--- src/hdl/tssc_pkg.sv ---
// Shared types and constants for the throttle safety slew controller.
// Used by every module of the block and by its port checker.
package tssc_pkg;

  typedef enum logic [3:0] {
    FN_TICK       = 4'd0,
    FN_ZERO       = 4'd1,
    FN_DISARM     = 4'd2,
    FN_CLEARFAULT = 4'd3,
    FN_ARM        = 4'd4,
    FN_SET_LIMIT  = 4'd5,
    FN_DRIVE      = 4'd6,
    FN_RELAY      = 4'd7,
    FN_STATUS     = 4'd8
  } func_e;

  typedef enum logic [2:0] {
    RC_OK          = 3'd0,
    RC_BAD_ARG     = 3'd1,
    RC_REJECTED    = 3'd2,
    RC_LINK_REJECT = 3'd3,
    RC_FORCED_STOP = 3'd4,
    RC_WATCHDOG    = 3'd5,
    RC_BUSY        = 3'd6,
    RC_RELAY_DONE  = 3'd7
  } code_e;

  typedef enum logic [2:0] {
    CFG_RAMP_STEP      = 3'd0,
    CFG_RAMP_INTERVAL  = 3'd1,
    CFG_CMD_TIMEOUT    = 3'd2,
    CFG_ZERO_TIMEOUT   = 3'd3,
    CFG_APPROVED_LIMIT = 3'd4
  } cfg_idx_e;

  localparam int unsigned CfgIdxW  = 3;
  localparam int unsigned CfgDataW = 16;

  localparam logic [1:0] SIDE_LEFT  = 2'd0;
  localparam logic [1:0] SIDE_RIGHT = 2'd1;
  localparam logic [1:0] SIDE_BOTH  = 2'd2;
  localparam logic [1:0] SIDE_BAD   = 2'd3;

  localparam logic [6:0]  RstRampStep      = 7'd5;
  localparam logic [7:0]  RstRampInterval  = 8'd10;
  localparam logic [15:0] RstCmdTimeout    = 16'd2000;
  localparam logic [15:0] RstZeroTimeout   = 16'd1500;
  localparam logic [7:0]  RstApprovedLimit = 8'd193;
  localparam logic [7:0]  RstThrottleLimit = 8'd96;

  typedef struct packed {
    logic [6:0]  slew_step;
    logic [7:0]  ramp_interval;
    logic [15:0] cmd_timeout;
    logic [15:0] zero_timeout;
    logic [7:0]  approved_limit;
  } cfg_t;

  typedef struct packed {
    logic [3:0] func;
    logic [7:0] left_value;
    logic [7:0] right_value;
    logic [1:0] relay_side;
    logic       left_link_ok;
    logic       right_link_ok;
  } item_t;

  typedef struct packed {
    logic        armed;
    logic        fault;
    logic [7:0]  level_l;
    logic [7:0]  level_r;
    logic [7:0]  goal_l;
    logic [7:0]  goal_r;
    logic        rev_l;
    logic        rev_r;
    logic [7:0]  limit;
    logic [15:0] since_cmd;
    logic [7:0]  since_ramp;
    logic        zero_pend;
    logic [1:0]  pend_side;
    logic        pend_rev;
    logic [15:0] zero_elapsed;
  } state_t;

  typedef struct packed {
    code_e      result_code;
    logic       armed;
    logic       faulted;
    logic [7:0] left_level;
    logic [7:0] right_level;
    logic [7:0] left_goal;
    logic [7:0] right_goal;
    logic       left_reverse;
    logic       right_reverse;
    logic       zeroing_busy;
    logic       left_write;
    logic       right_write;
  } result_t;

  localparam int unsigned InDataW  = 24;
  localparam int unsigned OutDataW = 48;

endpackage

--- src/hdl/tssc_cfg.sv ---
// Configuration register file of the throttle safety slew controller.
// Depends on tssc_pkg for the register layout and reset values.
module tssc_cfg
  import tssc_pkg::*;
(
  input  logic                clk_i,
  input  logic                rst_ni,
  input  logic                we_i,
  input  logic [CfgIdxW-1:0]  idx_i,
  input  logic [CfgDataW-1:0] data_i,
  output cfg_t                cfg_o
);

  cfg_t cfg_q;
  cfg_t cfg_d;

  always_comb begin
    cfg_d = cfg_q;
    if (we_i) begin
      unique case (cfg_idx_e'(idx_i))
        CFG_RAMP_STEP:      cfg_d.slew_step      = data_i[6:0];
        CFG_RAMP_INTERVAL:  cfg_d.ramp_interval  = data_i[7:0];
        CFG_CMD_TIMEOUT:    cfg_d.cmd_timeout    = data_i;
        CFG_ZERO_TIMEOUT:   cfg_d.zero_timeout   = data_i;
        CFG_APPROVED_LIMIT: cfg_d.approved_limit = data_i[7:0];
        default: ;
      endcase
    end
  end

  always_ff @(posedge clk_i or negedge rst_ni) begin
    if (!rst_ni) begin
      cfg_q.slew_step      <= RstRampStep;
      cfg_q.ramp_interval  <= RstRampInterval;
      cfg_q.cmd_timeout    <= RstCmdTimeout;
      cfg_q.zero_timeout   <= RstZeroTimeout;
      cfg_q.approved_limit <= RstApprovedLimit;
    end else begin
      cfg_q <= cfg_d;
    end
  end

  assign cfg_o = cfg_q;

endmodule

--- src/hdl/tssc_step.sv ---
// Next-state and result logic for one tick or command of the controller.
// Purely combinational; depends on tssc_pkg for state, item and result types.
module tssc_step
  import tssc_pkg::*;
(
  input  state_t  st_i,
  input  cfg_t    cfg_i,
  input  item_t   item_i,
  output state_t  st_o,
  output result_t res_o
);

  // One slew step from cur toward goal, never overshooting.
  function automatic logic [7:0] ramp_next(logic [7:0] cur, logic [7:0] goal, logic [6:0] step);
    logic [8:0] sum;
    logic [7:0] diff;
    logic [7:0] nxt;
    sum  = {1'b0, cur} + {2'b00, step};
    diff = cur - goal;
    if (cur < goal) begin
      nxt = (sum > {1'b0, goal}) ? goal : sum[7:0];
    end else begin
      nxt = (diff < {1'b0, step}) ? goal : cur - {1'b0, step};
    end
    return nxt;
  endfunction

  // Zero writes reach only the converters whose link is up.
  function automatic state_t drop_outputs(state_t s, logic ll, logic lr);
    state_t r;
    r        = s;
    r.armed  = 1'b0;
    r.goal_l = '0;
    r.goal_r = '0;
    r.rev_l  = 1'b0;
    r.rev_r  = 1'b0;
    if (ll) r.level_l = '0;
    if (lr) r.level_r = '0;
    return r;
  endfunction

  function automatic state_t apply_relays(state_t s);
    state_t r;
    r = s;
    if (s.pend_side == SIDE_LEFT || s.pend_side == SIDE_BOTH) r.rev_l = s.pend_rev;
    if (s.pend_side == SIDE_RIGHT || s.pend_side == SIDE_BOTH) r.rev_r = s.pend_rev;
    r.zero_pend = 1'b0;
    return r;
  endfunction

  state_t     n;
  code_e      code;
  logic       sl;
  logic       sr;
  logic       ll;
  logic       lr;
  logic       rt_fail;
  logic [7:0] lv;
  logic [7:0] rv;

  always_comb begin
    n       = st_i;
    code    = RC_OK;
    sl      = 1'b0;
    sr      = 1'b0;
    rt_fail = 1'b0;
    ll      = item_i.left_link_ok;
    lr      = item_i.right_link_ok;
    lv      = item_i.left_value;
    rv      = item_i.right_value;

    if (func_e'(item_i.func) == FN_TICK) begin
      if (n.since_cmd != 16'hFFFF) n.since_cmd = n.since_cmd + 16'd1;
      if (n.zero_pend && n.zero_elapsed != 16'hFFFF) begin
        n.zero_elapsed = n.zero_elapsed + 16'd1;
      end

      // Slew both wheels once per interval; a left failure skips the right write.
      if (n.since_ramp != 8'hFF) n.since_ramp = n.since_ramp + 8'd1;
      if (n.since_ramp >= cfg_i.ramp_interval) begin
        n.since_ramp = '0;
        if (n.level_l != n.goal_l) begin
          sl = 1'b1;
          if (ll) n.level_l = ramp_next(n.level_l, n.goal_l, cfg_i.slew_step);
          else    rt_fail   = 1'b1;
        end
        if (!rt_fail && n.level_r != n.goal_r) begin
          sr = 1'b1;
          if (lr) n.level_r = ramp_next(n.level_r, n.goal_r, cfg_i.slew_step);
          else    rt_fail   = 1'b1;
        end
        if (rt_fail) begin
          n       = drop_outputs(n, ll, lr);
          n.fault = 1'b1;
          sl      = 1'b1;
          sr      = 1'b1;
        end
      end

      if (st_i.zero_pend) begin
        if (n.fault || n.zero_elapsed > cfg_i.zero_timeout) begin
          n           = drop_outputs(n, ll, lr);
          n.fault     = 1'b1;
          n.zero_pend = 1'b0;
          sl          = 1'b1;
          sr          = 1'b1;
          code        = RC_FORCED_STOP;
        end else if (n.level_l == '0 && n.level_r == '0) begin
          n    = apply_relays(n);
          code = RC_RELAY_DONE;
        end
      end else if (rt_fail) begin
        code = RC_FORCED_STOP;
      end else if (n.armed && n.since_cmd > cfg_i.cmd_timeout) begin
        n = drop_outputs(n, ll, lr);
        if (!ll || !lr) n.fault = 1'b1;
        sl   = 1'b1;
        sr   = 1'b1;
        code = RC_WATCHDOG;
      end
    end else if (n.zero_pend) begin
      code = RC_BUSY;
    end else begin
      unique case (func_e'(item_i.func))
        FN_ZERO: begin
          n.goal_l    = '0;
          n.goal_r    = '0;
          n.since_cmd = '0;
        end
        FN_DISARM: begin
          n  = drop_outputs(n, ll, lr);
          sl = 1'b1;
          sr = 1'b1;
          if (!ll || !lr) begin
            n.fault = 1'b1;
            code    = RC_FORCED_STOP;
          end
        end
        FN_CLEARFAULT: begin
          if (n.armed || n.level_l != '0 || n.level_r != '0 || n.rev_l || n.rev_r) begin
            code = RC_REJECTED;
          end else if (!ll || !lr) begin
            code = RC_LINK_REJECT;
          end else begin
            sl      = 1'b1;
            sr      = 1'b1;
            n.fault = 1'b0;
          end
        end
        FN_ARM: begin
          if (n.fault) begin
            code = RC_REJECTED;
          end else if (!ll || !lr) begin
            n       = drop_outputs(n, ll, lr);
            n.fault = 1'b1;
            sl      = 1'b1;
            sr      = 1'b1;
            code    = RC_FORCED_STOP;
          end else begin
            sl          = 1'b1;
            sr          = 1'b1;
            n.level_l   = '0;
            n.level_r   = '0;
            n.goal_l    = '0;
            n.goal_r    = '0;
            n.armed     = 1'b1;
            n.since_cmd = '0;
          end
        end
        FN_SET_LIMIT: begin
          if (lv > cfg_i.approved_limit) begin
            code = RC_BAD_ARG;
          end else begin
            n.limit = lv;
            if (n.goal_l > lv) n.goal_l = lv;
            if (n.goal_r > lv) n.goal_r = lv;
          end
        end
        FN_DRIVE: begin
          if (lv > cfg_i.approved_limit || rv > cfg_i.approved_limit) begin
            code = RC_BAD_ARG;
          end else if (!n.armed && (lv != '0 || rv != '0)) begin
            code = RC_REJECTED;
          end else begin
            n.goal_l    = (lv < n.limit) ? lv : n.limit;
            n.goal_r    = (rv < n.limit) ? rv : n.limit;
            n.since_cmd = '0;
          end
        end
        FN_RELAY: begin
          if (item_i.relay_side == SIDE_BAD || lv > 8'd1) begin
            code = RC_BAD_ARG;
          end else if (lv[0] && n.fault) begin
            code = RC_REJECTED;
          end else begin
            n.armed     = 1'b0;
            n.goal_l    = '0;
            n.goal_r    = '0;
            n.pend_side = item_i.relay_side;
            n.pend_rev  = lv[0];
            if (n.level_l == '0 && n.level_r == '0) begin
              n    = apply_relays(n);
              code = RC_RELAY_DONE;
            end else if (n.fault) begin
              n    = drop_outputs(n, ll, lr);
              sl   = 1'b1;
              sr   = 1'b1;
              code = RC_FORCED_STOP;
            end else begin
              n.zero_pend    = 1'b1;
              n.zero_elapsed = '0;
            end
          end
        end
        FN_STATUS: ;
        default: code = RC_BAD_ARG;
      endcase
    end
  end

  assign st_o = n;

  always_comb begin
    res_o.result_code   = code;
    res_o.armed         = n.armed;
    res_o.faulted       = n.fault;
    res_o.left_level    = n.level_l;
    res_o.right_level   = n.level_r;
    res_o.left_goal     = n.goal_l;
    res_o.right_goal    = n.goal_r;
    res_o.left_reverse  = n.rev_l;
    res_o.right_reverse = n.rev_r;
    res_o.zeroing_busy  = n.zero_pend;
    res_o.left_write    = sl;
    res_o.right_write   = sr;
  end

endmodule

--- src/hdl/throttle_safety_slew_controller_unit.sv ---
// Throttle safety slew controller, top level.
// Each item is held in the input register and its result in the result register.
// Throughput: one item per cycle; the input register refills while its item moves
// on, which it does whenever the result register is empty or being taken.
// Reset (rst_ni low, asynchronous) clears all flags, levels, counters and the
// configuration to its defaults; both streams come up empty.
module throttle_safety_slew_controller_unit
  import tssc_pkg::*;
(
  input  logic                clk_i,
  input  logic                rst_ni,
  input  logic                s_axis_tvalid,
  output logic                s_axis_tready,
  // func[3:0], left_value[11:4], right_value[19:12], relay_side[21:20],
  // left_link_ok[22], right_link_ok[23]
  input  logic [InDataW-1:0]  s_axis_tdata,
  output logic                m_axis_tvalid,
  input  logic                m_axis_tready,
  // result_code[2:0], armed[3], faulted[4], left_level[12:5], right_level[20:13],
  // left_goal[28:21], right_goal[36:29], left_reverse[37], right_reverse[38],
  // zeroing_busy[39], left_write[40], right_write[41], zero fill[47:42]
  output logic [OutDataW-1:0] m_axis_tdata,
  input  logic                cfg_we_i,
  input  logic [CfgIdxW-1:0]  cfg_idx_i,
  input  logic [CfgDataW-1:0] cfg_data_i
);

  cfg_t    cfg;
  item_t   item_q;
  logic    in_vld_q;
  logic    in_vld_d;
  state_t  st_q;
  state_t  st_next;
  result_t res_next;
  result_t res_q;
  logic    res_vld_q;
  logic    res_vld_d;
  logic    adv;
  logic    in_xfer;
  logic    proc;

  tssc_cfg u_cfg (
    .clk_i  (clk_i),
    .rst_ni (rst_ni),
    .we_i   (cfg_we_i),
    .idx_i  (cfg_idx_i),
    .data_i (cfg_data_i),
    .cfg_o  (cfg)
  );

  tssc_step u_step (
    .st_i   (st_q),
    .cfg_i  (cfg),
    .item_i (item_q),
    .st_o   (st_next),
    .res_o  (res_next)
  );

  assign adv           = !res_vld_q || m_axis_tready;
  assign s_axis_tready = !in_vld_q || adv;
  assign in_xfer       = s_axis_tvalid && s_axis_tready;
  assign proc          = in_vld_q && adv;

  always_comb begin
    in_vld_d = in_vld_q;
    if (in_xfer)  in_vld_d = 1'b1;
    else if (adv) in_vld_d = 1'b0;
    res_vld_d = res_vld_q;
    if (proc)               res_vld_d = 1'b1;
    else if (m_axis_tready) res_vld_d = 1'b0;
  end

  always_ff @(posedge clk_i or negedge rst_ni) begin
    if (!rst_ni) begin
      in_vld_q  <= 1'b0;
      res_vld_q <= 1'b0;
    end else begin
      in_vld_q  <= in_vld_d;
      res_vld_q <= res_vld_d;
    end
  end

  always_ff @(posedge clk_i) begin
    if (in_xfer) begin
      item_q.func          <= s_axis_tdata[3:0];
      item_q.left_value    <= s_axis_tdata[11:4];
      item_q.right_value   <= s_axis_tdata[19:12];
      item_q.relay_side    <= s_axis_tdata[21:20];
      item_q.left_link_ok  <= s_axis_tdata[22];
      item_q.right_link_ok <= s_axis_tdata[23];
    end
    if (proc) res_q <= res_next;
  end

  // Controller state advances once per processed item.
  always_ff @(posedge clk_i or negedge rst_ni) begin
    if (!rst_ni) begin
      st_q <= '{limit: RstThrottleLimit, default: '0};
    end else if (proc) begin
      st_q <= st_next;
    end
  end

  assign m_axis_tvalid = res_vld_q;
  assign m_axis_tdata  = {6'b000000,
                          res_q.right_write,
                          res_q.left_write,
                          res_q.zeroing_busy,
                          res_q.right_reverse,
                          res_q.left_reverse,
                          res_q.right_goal,
                          res_q.left_goal,
                          res_q.right_level,
                          res_q.left_level,
                          res_q.faulted,
                          res_q.armed,
                          res_q.result_code};

endmodule

--- config.mk ---
export PLATFORM = sky130hd
export DESIGN_NAME = throttle_safety_slew_controller_unit
export DESIGN_NICKNAME = d
export VERILOG_FILES = /design/src/hdl/tssc_pkg.sv /design/src/hdl/tssc_cfg.sv /design/src/hdl/tssc_step.sv /design/src/hdl/throttle_safety_slew_controller_unit.sv
export SDC_FILE = /design/constraint.sdc
export NUM_CORES = 1
export LEC_CHECK = 0
export BUFFER_PORTS_ARGS = -buffer_cell sky130_fd_sc_hd__buf_2
export CORE_MARGIN = 3
export CORE_UTILIZATION = 57
export CTS_CLUSTER_SIZE = 14
export DETAILED_ROUTE_END_ITERATION = 12
export PLACE_DENSITY_LB_ADDON = 0.1
export SLEW_MARGIN = 20
export SYNTH_ARGS = -nofsm -noshare
export SYNTH_HDL_FRONTEND = slang
export SYNTH_SLANG_ARGS = --single-unit
--- constraint.sdc ---
create_clock -name clk_i -period 14.38 [get_ports clk_i]
set_input_delay 3.595 -clock clk_i [delete_from_list [all_inputs] [get_ports clk_i]]
set_output_delay 3.595 -clock clk_i [all_outputs]
set_load 0.1 [all_outputs]
==> results.yml <==
floorplanning:
  dieHeight_um: 173.1
  dieWidth_um: 173.1
  pin_count: 98
  core-area_sq_um: 27180
  start_util: 0.5860
  die-area_sq_um: 29980
  rows: 60
detailed_routing:
  dr_total_vias: 14190
  first_pass_iters: 6
  drtIter0Drc: 1415
  wl_met1_um: 20300
  drcViolationCount: 0
  drt-vias-per-instance: 6.322
  wl_per_cell_um: 21.30
  top_layer_used: "met5"
  routed_wl_um: 47810
  ant_nets: 0
  wl_met3_um: 3528
  wl_met2_um: 21360
clock_network:
  clk_pin_slew_ns: 0.06
  ctsHtreeMaxLevel: 1
  root_buffer: "clkbuf_16"
  cts_tree: "built"
  ctsHoldBuffers: 0
  postCtsSetupBuffers: 0
  postCtsResizedCells: 0
  cts.path.max_buffers: 3
  cts_made_buffers: 25
  insertion_delay_ns: 0.56
  cts.sinks: 211
global_routing:
  overflow: 0
  grt_pass1_vias: 13380
  grtUsageTotal: 0.3090
  grt_pass1_wl_um: 74450
  antenna_found_initial: 1
  grt_max_degree: 95
worst_setup_path:
  reg2regPathDepth: 19
  path_max_fanout: 3
  crit_type: "primary input to output port"
  r2r_end: "m_axis_tdata[33]$_DFFE_PP_"
  end_kind: "output port"
  timing.rr.start: "st_q[19]$_DFFE_PN0P_"
  r2r_slack_ns: 7.84
  critPathRequiredTime_ns: 10.78
  cp-start-kind: "primary input"
  crit_arrival_ns: 4.27
sta:
  max_slew_margin: 0.3101
  hold_ws_ns: 0.4910
  fin_crit_ns: 7.863
  rsz0062_at_grt: "false"
  hold_violations: 0
  clock_skew_ns: 0.01639
  setup_violations: 0
  fmax_mhz: 127.2
  drv_slew: 0
  setup_tns_ns: 0
  tightest_slew_ns: 1.027
  period_share: 0.5468
layout:
  multiInputGateArea_sq_um: 9593
  design_area_sq_um: 17630
  nFillCells: 2296
  area_growth_pct: 10.73
  drive_gt1_frac: 0.1271
  nNetsFinal: 2074
  seqCellArea_sq_um: 5638
  antenna-diode-count: 0
placement:
  place_area_sq_um: 16710
  io_buffers: 91
  place.gp.congestion: 0.9691
  hpwl_um: 35230
power_and_ir_drop:
  vdd_ir_drop_max_mv: 0.09879
  p_leak_uw: 0.008008
  p_per_area_nw_per_um2: 150.7
logic_synthesis:
  ys_types: 88
  synth_edf_count: 66
  syn_inst: 1787
  synth_top_area_cell: "dfrtp_1"
  async_flop_share: 0.6872
  synth_area_sq_um: 15920
  synth.yosys.seq_area_share: 0.3541
  netlist.area_leader.share: 0.1933
  avgSynthCellArea_sq_um: 8.911
  synth_flop_cell: "dfrtp_1"
  synth.area.top_cells: "dfrtp_1, ha_1, edfxtp_1"
  ys_seq_elements: 211
  yosysWarningCount: 0
min_path:
  worst_hold_path.endpoint: "st_q[17]$_DFFE_PN0P_"
  hold_start: "st_q[17]$_DFFE_PN0P_"
  hold_class: "register to register"
  worstHoldPathCells: 2
job:
  cap_violations: 0
run_status:
  status: "complete, no violations"
-- logic make-up after synthesis --
logic type	share of synthesized area
fa+ha+maj	0.1380
xor+xnor	0.03080
other cells	0.0002355
flops	0.3540
buf+inv	0.04919
simple gates	0.1719
compound gates	0.2202
mux	0.03567
-- state kept, by name, indices dropped and copies added (netlist names) --
| register | flops |
|---|---|
| u_cfg.cfg_o | 55 |
| in_vld_q | 1 |
| m_axis_tvalid | 1 |
| item_q | 24 |
| m_axis_tdata | 42 |
| st_q | 88 |
-- layout by cell type (no fill, tap or decap), types with 8 or more instances in the layout --
| cell | count |
|---|---|
| xor2_1 | 19 |
| nor2b_1 | 27 |
| a211oi_1 | 9 |
| inv_1 | 124 |
| o21ai_0 | 141 |
| nand2b_1 | 24 |
| o211ai_1 | 23 |
| a21o_1 | 35 |
| and3_1 | 17 |
| a21oi_1 | 122 |
| nor4_1 | 10 |
| dfstp_2 | 22 |
| nor3_1 | 27 |
| a22o_1 | 61 |
| and2_1 | 9 |
| mux2_2 | 27 |
| o21bai_1 | 8 |
| nand4_1 | 32 |
| ha_1 | 166 |
| a31oi_1 | 13 |
| nand3_1 | 48 |
| nand2_1 | 192 |
| buf_4 | 13 |
| buf_2 | 90 |
| dfrtp_1 | 123 |
| nor2_1 | 135 |
| o21a_1 | 24 |
| xnor2_1 | 37 |
| edfxtp_1 | 66 |
| mux2i_1 | 22 |
| clkbuf_16 | 25 |
| or3_1 | 8 |
-- critical path, stage by stage --
cell	delay, ns
buf_2	0.09
nand3b_1	0.14
buf_2	0.44
-- metal layers --
metal / global-route usage / up-vias
met5: 0 / -
met4: 0.1510 / 2
met3: 0.04677 / 140
met2: 0.4815 / 590
met1: 0.4232 / 6818
li1: - / 6642
-- layout make-up --
cell class	instances	share of cell area
clock buffer	28	0.03668
clock inverter	18	0.01419
inverter	125	0.02661
multi-input combinational	1386	0.5440
sequential	211	0.3197
tap	372	0.02640
timing repair buffer	105	0.03236
-- per-stage QoR --
stage	utilization	total power (uW)	std cells	worst slack, ns
2_1_floorplan	-	1655	1792	6.368
3_3_place_gp	0.6145	1915	2198	6.551
3_5_place_dp	0.6150	1942	2198	6.517
4_1_cts	0.6480	2644	2244	6.517
5_1_grt	0.6488	2805	2245	6.488
6_report	0.6488	2657	2245	6.517
-- how the worst max path moves through the flow --
stage          cells after the start          start  slack, ns             to
2_1_floorplan                      1  m_axis_tready       6.37  s_axis_tready
3_3_place_gp                       3  m_axis_tready       6.55  s_axis_tready
3_5_place_dp                       3  m_axis_tready       6.52  s_axis_tready
4_1_cts                            3  m_axis_tready       6.52  s_axis_tready
5_1_grt                            3  m_axis_tready       6.49  s_axis_tready
6_report                           3  m_axis_tready       6.52  s_axis_tready
-- synth_stat cells, drive strengths merged, types with 30 or more instances --
cell    instances
a21o           35
a21oi         125
a22o           61
clkbuf         57
dfrtp         123
edfxtp         66
ha            166
inv           125
nand2         192
nand3          48
nand4          32
nor2          137
nor3           30
o21ai         147
xnor2          37
-- power by group --
group          internal, uW  total [uW]  switching (uW)
clock                   418         696             278
sequential              727         841             114
combinational           403        1120             718
No activity file was read; power rests on OpenSTA's default activity.
